===== src/rtl/dfs_pkg.sv =====
package dfs_pkg;

  localparam int MaxVertices = 64;
  localparam int MaxEdges    = 256;
  localparam int VW = $clog2(MaxVertices);
  localparam int EW = $clog2(MaxEdges);

  typedef struct packed {
    logic       func;
    logic [6:0] from_vertex;
    logic [6:0] to_vertex;
  } in_item_t;

  typedef struct packed {
    logic [6:0] vertex;
    logic       last;
    logic       edges_dropped;
  } out_item_t;

  typedef enum logic [0:0] {
    FUNC_ADD  = 1'b0,
    FUNC_SORT = 1'b1
  } func_t;

endpackage


===== src/rtl/dfs_ram.sv =====
module dfs_ram #(
  parameter int Depth = 256,
  parameter int Width = 12
) (
  input  logic                     clk,
  input  logic                     we,
  input  logic [$clog2(Depth)-1:0] waddr,
  input  logic [Width-1:0]         wdata,
  input  logic [$clog2(Depth)-1:0] raddr,
  output logic [Width-1:0]         rdata
);

  logic [Width-1:0] mem [Depth];

  always_ff @(posedge clk) begin
    if (we) begin
      mem[waddr] <= wdata;
    end
    rdata <= mem[raddr];
  end

endmodule


===== src/rtl/dfs_topological_sort.sv =====
// DFS topological sort.
// Input channel (in, in_valid, in_stall): func=0 requests append one edge
// (1-based endpoints); loading never stalls, so edges load back to back.
// Out-of-range endpoints or a full store (256 entries) drop the edge and set a
// drop flag reported with the next sort.
// func=1 requests a sort: depth-first search from vertex 1 upward, following
// out-edges in arrival order. Each edge examined costs an edge memory read
// (S_READ) then a compare (S_SCAN), each frame scans the edge list at most
// once in total, and each pop adds an S_POP step to read the parent frame
// back from the stack memory. Then n results leave on out/out_valid/out_stall
// in reverse finish order, each passing through S_EMIT and S_WAIT; last
// marks the end.
// The input stalls during the search and the emit phase; a stalled result
// holds. After the sort the edge store, visited marks and flag are cleared.
// Reset (rst, synchronous) empties the store and sets vertex_count to 64.
// cfg_valid/cfg_ready write vertex_count; 0 acts as 1, above 64 as 64.
module dfs_topological_sort (
  input  logic               clk,
  input  logic               rst,
  input  dfs_pkg::in_item_t  in,
  input  logic               in_valid,
  output logic               in_stall,
  output dfs_pkg::out_item_t out,
  output logic               out_valid,
  input  logic               out_stall,
  input  logic [6:0]         cfg,
  input  logic               cfg_valid,
  output logic               cfg_ready
);

  localparam int VW = dfs_pkg::VW;
  localparam int EW = dfs_pkg::EW;
  localparam int MaxV = dfs_pkg::MaxVertices;

  typedef enum logic [7:0] {
    S_LOAD  = 8'b00000001,
    S_ROOT  = 8'b00000010,
    S_READ  = 8'b00000100,
    S_SCAN  = 8'b00001000,
    S_POP   = 8'b00010000,
    S_EMIT  = 8'b00100000,
    S_WAIT  = 8'b01000000,
    S_DRAIN = 8'b10000000
  } state_t;

  state_t state;
  logic [6:0] vertex_count;
  logic [EW:0] edge_count;
  logic dropped;
  logic [MaxV-1:0] visited;
  logic [VW:0] depth;
  logic [VW:0] root;
  logic [EW:0] epos;
  logic [EW:0] epos_inc;
  logic [VW-1:0] cur_v;
  logic [VW:0] fcount;

  // edge memory
  logic e_we;
  logic [EW-1:0] e_raddr;
  logic [2*VW-1:0] e_rdata;
  logic [VW-1:0] in_f, in_t;
  logic [VW:0] n_eff;

  dfs_ram #(.Depth(dfs_pkg::MaxEdges), .Width(2*VW)) u_edges (
    .clk(clk), .we(e_we), .waddr(edge_count[EW-1:0]), .wdata({in_f, in_t}),
    .raddr(e_raddr), .rdata(e_rdata));

  // finish order memory
  logic f_we;
  logic [VW-1:0] f_raddr;
  logic [VW-1:0] f_rdata;
  dfs_ram #(.Depth(MaxV), .Width(VW)) u_finish (
    .clk(clk), .we(f_we), .waddr(fcount[VW-1:0]), .wdata(cur_v),
    .raddr(f_raddr), .rdata(f_rdata));

  // parent frames: vertex and resume position
  logic [VW-1:0] top;
  logic s_we;
  logic [VW-1:0] s_raddr;
  logic [VW+EW:0] s_rdata;
  dfs_ram #(.Depth(MaxV), .Width(VW+EW+1)) u_stack (
    .clk(clk), .we(s_we), .waddr(top), .wdata({cur_v, epos_inc}),
    .raddr(s_raddr), .rdata(s_rdata));

  always_comb begin
    if (vertex_count == 7'd0) n_eff = (VW+1)'(1);
    else if (vertex_count > 7'(MaxV)) n_eff = (VW+1)'(MaxV);
    else n_eff = vertex_count[VW:0];
    in_f = VW'(in.from_vertex - 7'd1);
    in_t = VW'(in.to_vertex - 7'd1);
  end

  logic in_ok;
  assign in_ok = in.from_vertex != 7'd0 && in.from_vertex <= 7'(n_eff)
              && in.to_vertex != 7'd0 && in.to_vertex <= 7'(n_eff)
              && edge_count < (EW+1)'(dfs_pkg::MaxEdges);

  assign in_stall  = state != S_LOAD;
  assign cfg_ready = state == S_LOAD;
  wire in_take = in_valid && !in_stall;
  assign e_we = in_take && in.func == dfs_pkg::FUNC_ADD && in_ok;

  assign top = VW'(depth - 1'b1);
  assign e_raddr = epos[EW-1:0];
  assign epos_inc = epos + 1'b1;
  assign s_raddr = VW'(depth - 2'd2);

  wire [VW-1:0] es = e_rdata[2*VW-1:VW];
  wire [VW-1:0] et = e_rdata[VW-1:0];
  wire e_hit = es == cur_v && {1'b0, es} < n_eff && {1'b0, et} < n_eff;
  wire e_more = epos < edge_count;

  // save the current frame when descending into an unvisited target
  assign s_we = state == S_SCAN && e_more && e_hit && !visited[et];
  assign f_we = state == S_SCAN && !e_more;
  // emit pointer
  logic [VW:0] eidx;
  assign f_raddr = VW'(eidx - 1'b1);

  always_ff @(posedge clk) begin
    if (rst) begin
      state <= S_LOAD;
      vertex_count <= 7'd64;
      edge_count <= '0;
      dropped <= 1'b0;
      visited <= '0;
      depth <= '0;
      fcount <= '0;
      out_valid <= 1'b0;
    end else begin
      if (cfg_valid && cfg_ready) vertex_count <= cfg;
      case (state)
        S_LOAD: if (in_take) begin
          if (in.func == dfs_pkg::FUNC_ADD) begin
            if (in_ok) edge_count <= edge_count + 1'b1;
            else dropped <= 1'b1;
          end else begin
            root <= '0;
            fcount <= '0;
            depth <= '0;
            visited <= '0;
            state <= S_ROOT;
          end
        end
        S_ROOT: begin
          if (root == n_eff) begin
            eidx <= fcount;
            state <= S_EMIT;
          end else if (visited[root[VW-1:0]]) begin
            root <= root + 1'b1;
          end else begin
            visited[root[VW-1:0]] <= 1'b1;
            depth <= (VW+1)'(1);
            cur_v <= root[VW-1:0];
            epos <= '0;
            root <= root + 1'b1;
            state <= S_READ;
          end
        end
        S_READ: state <= S_SCAN;
        S_SCAN: begin
          if (e_more && e_hit && !visited[et]) begin
            visited[et] <= 1'b1;
            depth <= depth + 1'b1;
            cur_v <= et;
            epos <= '0;
            state <= S_READ;
          end else if (e_more) begin
            epos <= epos_inc;
            state <= S_READ;
          end else begin
            fcount <= fcount + 1'b1;
            depth <= depth - 1'b1;
            if (depth == (VW+1)'(1)) begin
              state <= S_ROOT;
            end else begin
              state <= S_POP;
            end
          end
        end
        // resume the parent frame read from the stack memory
        S_POP: begin
          cur_v <= s_rdata[VW+EW:EW+1];
          epos <= s_rdata[EW:0];
          state <= S_READ;
        end
        S_EMIT: if (!out_valid || !out_stall) begin
          out_valid <= 1'b0;
          state <= S_WAIT;
        end
        S_WAIT: begin
          out.vertex <= 7'(f_rdata) + 7'd1;
          out.last <= eidx == (VW+1)'(1);
          out.edges_dropped <= dropped;
          out_valid <= 1'b1;
          eidx <= eidx - 1'b1;
          state <= (eidx == (VW+1)'(1)) ? S_DRAIN : S_EMIT;
        end
        S_DRAIN: if (!out_stall) begin
          out_valid <= 1'b0;
          edge_count <= '0;
          dropped <= 1'b0;
          visited <= '0;
          state <= S_LOAD;
        end
        default: state <= S_LOAD;
      endcase
    end
  end

endmodule


===== config.mk =====
export PLATFORM = sky130hd
export DESIGN_NAME = dfs_topological_sort
export DESIGN_NICKNAME = d
export VERILOG_FILES = /design/src/rtl/dfs_pkg.sv /design/src/rtl/dfs_ram.sv /design/src/rtl/dfs_topological_sort.sv
export SDC_FILE = /design/constraint.sdc
export NUM_CORES = 2
export LEC_CHECK = 0
export BUFFER_PORTS_ARGS = -buffer_cell sky130_fd_sc_hd__buf_2
export CORE_MARGIN = 2
export CORE_UTILIZATION = 45
export DETAILED_ROUTE_END_ITERATION = 8
export GPL_ROUTABILITY_DRIVEN = 0
export SYNTH_ARGS = -nofsm -noshare
export SYNTH_HDL_FRONTEND = slang
export SYNTH_MEMORY_MAX_BITS = 65536
export SYNTH_SLANG_ARGS = --single-unit

===== constraint.sdc =====
create_clock -name clk -period 11.9 [get_ports clk]
set_input_delay 0.595 -clock clk [delete_from_list [all_inputs] [get_ports clk]]
set_output_delay 0.595 -clock clk [all_outputs]
set_load 0.1 [all_outputs]

* After elaboration in Yosys (flattened, before gate mapping)
Memory sizes are Yosys's and may differ from the RTL's. A register that Yosys moved wholly into a read port is not among the register bits. Cells that the tools add are included.
Operators by class: add/subtract/negate cells 11, order comparisons 11, equal/unequal tests 29, mux-type cells 69, bitwise operators 4, reductions and logical operators 47
Operators by type and width (count):
- $mux W64 | 6
- $pmux W64 S4 | 1
- $or A64 B64 Y64 | 2
- $mux W7 | 12
- $mux W9 | 8
- $pmux W8 S8 | 1
- $mux W8 | 7
- $pmux W7 S2 | 3
- $reduce_and A5 Y1 | 7
- $pmux W9 S3 | 1
- $add A7 B1 Y7 const B | 3
- $pmux W7 S3 | 1
- $ne A2 B2 Y1 const B | 10
- $add A9 B1 Y9 const B | 2
- $logic_and A1 B1 Y1 | 18
- $mux W6 | 3
- $pmux W6 S3 | 1
- $pmux W9 S2 | 1
- $mux W1 | 15
- $mux W5 | 3
- $eq A7 B1 Y1 const B | 2
- $le A7 B7 Y1 | 2
- $lt A6 B7 Y1 | 2
- $lt A6 B7 Y1 const B | 2
- 38 further kinds | 58
Storage, ports and cells: bits in registers 142, bits in writable memories 4416, memories 3
Memory list:
- u_edges.mem | words 256, bits a word 12, rd ports 1, clocked after Yosys merged registers in 1, wr ports 1, RTL line dfs_ram.sv:13 | logic [Width-1:0] mem [Depth];
- u_stack.mem | words 64, bits a word 15, rd ports 1, clocked after Yosys merged registers in 1, wr ports 1, RTL line dfs_ram.sv:13
- u_finish.mem | words 64, bits a word 6, rd ports 1, clocked after Yosys merged registers in 1, wr ports 1, RTL line dfs_ram.sv:13

* Logic depth before layout (Yosys ltp)
word-level depth 12, gate-level depth with buffers 15, depth with buffers taken out 14

* Cells and area by module
From an unflattened synthesis, not the netlist that was laid out.
Second synthesis, totals: cell total of the unflattened synthesis 9016, area, all modules 180604.5 µm²
By module, submodules not included:
- dfs_ram at u_edges | instances 1, cells each 5506, area each 118632.5 µm², sequential area each 92488.7 µm²
- dfs_ram at u_stack | instances 1, cells each 1638, area each 37189.4 µm², sequential area each 29127.9 µm²
- dfs_ram at u_finish | instances 1, cells each 720, area each 15225.9 µm², sequential area each 11651.2 µm²
- dfs_topological_sort | instances 1, cells each 1152, area each 9556.7 µm², sequential area each 3223.1 µm²

* Worst setup path after synthesis
Ideal clock, no wire load.
path kind in2reg, start in in[7] (netlist name), end mem u_edges.mem[0][10], data pin, data arrival time 11.268 ns, required time 10.242 ns, path slack -1.026 ns, stages on the path 4, cells stage by stage inv_1 > ha_1 > nand2_1 > xnor2_1
Between the ends: word-level cells in the longest chain between the ends 1
Ends and longest elaborated chain:
- from (decl) | RTL line dfs_topological_sort.sv:20 | input dfs_pkg::in_item_t in,
- $sub A6 B1 Y6 | RTL line dfs_topological_sort.sv:90 | in_f = VW'(in.from_vertex - 7'd1);
- via in_f[4] | RTL line dfs_topological_sort.sv:62 | logic [VW-1:0] in_f, in_t;
- to (decl) | RTL line dfs_ram.sv:13
The timed path passes the listed nets, and every way through them passes these cells.

* Final worst setup path
start reg vertex_count[6], end mem u_edges.mem[416][5], in the netlist u_edges.mem[208][5] (enable)
Between the ends: word-level cells in the longest chain between the ends 11, elaborated cells on any way between the ends 13
Ends and longest elaborated chain:
- from (decl) | RTL line dfs_topological_sort.sv:47 | logic [6:0] vertex_count;
- from (signal assigned) | RTL line dfs_topological_sort.sv:132 | if (cfg_valid && cfg_ready) vertex_count <= cfg;
- $gt A7 B7 Y1 | RTL line dfs_topological_sort.sv:88 | else if (vertex_count > 7'(MaxV)) n_eff = (VW+1)'(MaxV);
- $mux W7 | RTL line dfs_topological_sort.sv:88
- $mux W7 (*) | RTL line dfs_topological_sort.sv:87 | if (vertex_count == 7'd0) n_eff = (VW+1)'(1);
- $le A7 B7 Y1 | RTL line dfs_topological_sort.sv:95 | assign in_ok = in.from_vertex != 7'd0 && in.from_vertex <= 7'(n_eff)
- $logic_and A1 B1 Y1 | RTL line dfs_topological_sort.sv:95
- $logic_and A1 B1 Y1 | RTL line dfs_topological_sort.sv:96 | && in.to_vertex != 7'd0 && in.to_vertex <= 7'(n_eff)
- $logic_and A1 B1 Y1 (*) | RTL line dfs_topological_sort.sv:96
- $logic_and A1 B1 Y1 (*) | RTL line dfs_topological_sort.sv:97 | && edge_count < (EW+1)'(dfs_pkg::MaxEdges);
- $logic_and A1 B1 Y1 (*) | RTL line dfs_topological_sort.sv:102 | assign e_we = in_take && in.func == dfs_pkg::FUNC_ADD && in_ok;
- $mux W1 (*) | RTL line dfs_ram.sv:16 | if (we) begin
- $mux W1 (implied by the code) (*) | RTL line dfs_ram.sv:17 | mem[waddr] <= wdata;
Mark *: on every way between the ends. The rest lies on a longest branch, timed or not.

==> summary.txt <==
Timing
  • Minimum clock period: about 6600 ps
  • Slew @ Worst Pin: ~1400 ps
  • Unrepaired setup endpoints after global routing: no
  • Final period utilization: 0.554
  • Max-slew violations: 0
  • Clock skew: 46.0 ps
  • TNS Setup: 0 ps
  • Final-report hold violation count: 0
  • Final setup fails: 0
  • Slew HR: 0.0341
  • Setup ws final: between 5000 and 6000 ps
  • Fmax: 152 MHz

CTS
  • Post-CTS sizing: 0
  • Root Driver: clkbuf_16
  • Worst-Skew Late Latency: 1010 ps
  • TritonCTS Buffers: around 440
  • Worst-path clk slew: about 60 ps
  • # Post-CTS Setup Buffers: 0
  • CTS Buffer Depth: 4
  • CTS Hold Bufs: 17
  • CTS tree: yes
  • H-tree depth: 5
  • Clock Sinks: 4591

Global route
  • Initial antenna violation count: 23
  • Total global routing overflow: 0
  • Total GRT Usage: 0.221
  • Vias in the first global route: between 80000 and 90000
  • Pin count of the biggest net entering global routing: roughly 190
  • First-pass GRT wire length: between 600000 and 700000 um

Critical path
  • Crit-path cells: inv_1 -> nand2_1 -> ha_1 -> nor2b_1 -> o21a_1 -> o21a_1 -> o31ai_1 -> nand4_1 -> nor3_1 -> and3_1 -> nand3_1 -> nor2_1
  • Setup slack, reg-to-reg: approximately 5300 ps
  • Max incr delay on CP: ~1200 ps
  • Worst setup EP type: register
  • CP most frequent cell: o21a_1
  • Reg2Reg Depth: 12
  • Worst endpoint data arrival time: roughly 7200 ps
  • CP Launch Type: register
  • CP Class: reg -> reg
  • CP required: between 10000 and 15000 ps
  • Crit path max fanout: 16
  • Critical-path top delay cell: nor2_1

Die
  • IO Pins: 39
  • Starting Density: 0.453
  • Placeable Area: just under 400000 um^2
  • Placement Rows: approximately 230
  • Die W: 636 um
  • Die area: between 400000 and 500000 um^2
  • Height of the die: around 640 um

Detailed routing
  • First drt pass iteration count: 7
  • Routed wire per std cell: 32.7 um
  • Vias per cell: a little over 6
  • Antenna Violating Nets Remaining: 0
  • Initial DRC count: roughly 11000
  • DR vias: 84800
  • WL final: between 400000 and 500000 um
  • Residual DRC: 0

Synth
  • Mapped Nets: between 7000 and 8000
  • Yosys reg bits: about 4600
  • Yosys cell types: between 70 and 80
  • Mapped Cells: between 7000 and 8000
  • Post-Syn Area: 179000 um^2
  • Ys async rst share: 0
  • Sequential area share after synthesis: 0.761
  • Synth Warn #: 0
  • Syn avg cell area: approximately 23 um^2
  • Post-synth EDFFs: roughly 4500
  • Top FF cell, synth: edfxtp_1

Power
  • Combinational share of power: 0.107
  • Net Sw Frac: 0.237
  • NetSw: 8.52 mW
  • LEAKAGE: about 61 nW
  • PwrDens: 179 nW/um^2
  • Peak VDD IR: 162 uV
  • Seq pwr share: 0.504
  • Clock Power Share: 0.390
  • Pint: between 20 and 30 mW

Status
  • Status: finished clean

Min path
  • Hold Crit Class: in -> reg
  • Hold depth: 5

Run
  • Maxcap violations: 0

Finish
  • Fill cell count: a little over 30000
  • Final #Nets: 8264
  • Share of layout cells above drive strength 1: 0.290
  • Syn-to-layout area delta: 12.2%

Placement
  • PortBufs: 38
  • Place WS: between 5000 and 6000 ps
  • DP HPWL: 266000 um
## cell usage after synthesis (all sizes together), types with 6 or more instances
master | n | area share
and3 | 16 | 0.00056
a221oi | 27 | 0.0014
nor3b | 11 | 0.00046
or3 | 12 | 0.00042
a22oi | 13 | 0.00054
mux2 | 14 | 0.00088
nor2b | 27 | 0.00094
inv | 34 | 0.00071
a31oi | 6 | 0.00021
o21ba | 12 | 0.00067
a221o | 6 | 0.00033
or2 | 6 | 0.00021
edfxtp | 4454 | 0.75
xor2 | 28 | 0.0014
a21o | 9 | 0.00038
o221ai | 7 | 0.00034
mux4 | 1459 | 0.18
xnor2 | 35 | 0.0017
nor2 | 509 | 0.011
ha | 52 | 0.0036
dfxtp | 137 | 0.015
nand4 | 14 | 0.00049
nand3b | 8 | 0.00033
a21oi | 68 | 0.0019
nor3 | 28 | 0.00078
o21ai | 24 | 0.00067
a211oi | 59 | 0.0033
o2bb2ai | 6 | 0.00029
nand2b | 10 | 0.00035
and2 | 13 | 0.00045
nand2 | 152 | 0.0032
o21a | 6 | 0.00025
nand3 | 57 | 0.0016
o22ai | 32 | 0.0011
buf | 175 | 0.0047
clkbuf | 270 | 0.0057
mux2i | 52 | 0.0029
a22o | 11 | 0.00054
nor4 | 7 | 0.00033
## layout make-up
type / count / area, um^2 / area share
Antenna cell: 26 / 65.1 / 0.000323
Clock buffer: 537 / 11600 / 0.0577
Clock inverter: 277 / 2830 / 0.0140
Inverter: 37 / 169 / 0.000839
Multi-Input combinational cell: 2839 / 41400 / 0.206
Sequential cell: 4591 / 137000 / 0.678
Tap cell: 5242 / 6560 / 0.0326
Timing Repair Buffer: 274 / 2210 / 0.0110
## path summary, 6_finish.rpt
check / end / start
hold / removal: dropped / in_valid
setup reg to reg: u_edges.mem[208][5] / vertex_count[6]
setup / recovery: u_edges.mem[208][5] / vertex_count[6]
hold reg to reg: vertex_count[0] / vertex_count[0]
## layer usage
layer | global-route usage | vias up | wire length (um)
met1 | 0.323 | 46200 | 188000
met5 | 0 | - | 27
met4 | 0.0568 | 4 | 11700
met2 | 0.354 | 3747 | 219000
li1 | - | 34200 | -
met3 | 0.0293 | 634 | 33000
## cells in the final DEF (no fill, tap or decap), types with 50 or more instances in the layout
master / Yosys / layout
a21oi_1: 67 / 67
buf_4: 12 / 204
bufinv_16: 0 / 50
clkbuf_1: 269 / 81
clkbuf_16: 0 / 448
clkinv_1: 3 / 92
clkinv_2: 0 / 85
dfxtp_1: 137 / 134
edfxtp_1: 4454 / 4454
mux2i_1: 52 / 52
mux4_2: 1459 / 1459
nand2_1: 152 / 140
nand3_1: 57 / 53
nor2_1: 509 / 507
## cell families (layout without fill, tap and decap cells)
family / count (synthesis) / count (layout) / synth area share
other cells: 0 / 26 / 0
buf+inv: 482 / 1125 / 0.0111
mux: 1525 / 1525 / 0.187
fa+ha+maj: 52 / 52 / 0.00363
simple gates: 884 / 884 / 0.0214
xor+xnor: 63 / 63 / 0.00307
flops: 4591 / 4591 / 0.761
compound gates: 315 / 315 / 0.0133
## registers in the layout (all words and copies together) (netlist names)
name / cells
u_stack.mem: 960
u_edges.mem: 3072
depth: 7
u_finish.mem: 384
state: 8
u_finish.rdata: 6
visited: 64
cur_v: 6
out_valid: 1
epos: 9
vertex_count: 7
eidx: 7
u_stack.rdata: 15
fcount: 7
root: 7
edge_count: 9
u_edges.rdata: 12
out: 9
dropped: 1
## worst max-delay path: cells and delay by family, from the launching register on
family          cells  cell delay (ps)
fa+ha+maj           1              280
simple gates        7             4530
compound gates      3              640
buf+inv             1              230
flops               1              510
## power by group through the flow
stage / logic [mW] / registers (mW) / clock network (mW)
after global placement: 3.82 / 18.5 / 0
after floorplan: 2.36 / 18.5 / 0
after detailed placement: 3.86 / 18.5 / 0
final: 3.83 / 18.1 / 14.0
after CTS: 3.87 / 18.1 / 14.2
after global routing: 4.01 / 18.1 / 14.8
## through the flow
step | util | hold slack, ps | power (mW) | cell area (um^2) | std cells
3_3_place_gp | 0.471 | 481 | 22.3 | 187000 | 13000
5_1_grt | 0.508 | 160 | 37.0 | 201000 | 13800
6_report | 0.508 | 153 | 36.0 | 201000 | 13800
4_1_cts | 0.508 | 67.2 | 36.2 | 201000 | 13800
2_1_floorplan | - | 409 | 20.9 | 180000 | 7912
3_5_place_dp | 0.471 | 475 | 22.3 | 187000 | 13000
Power figures use the tool's default switching activity.
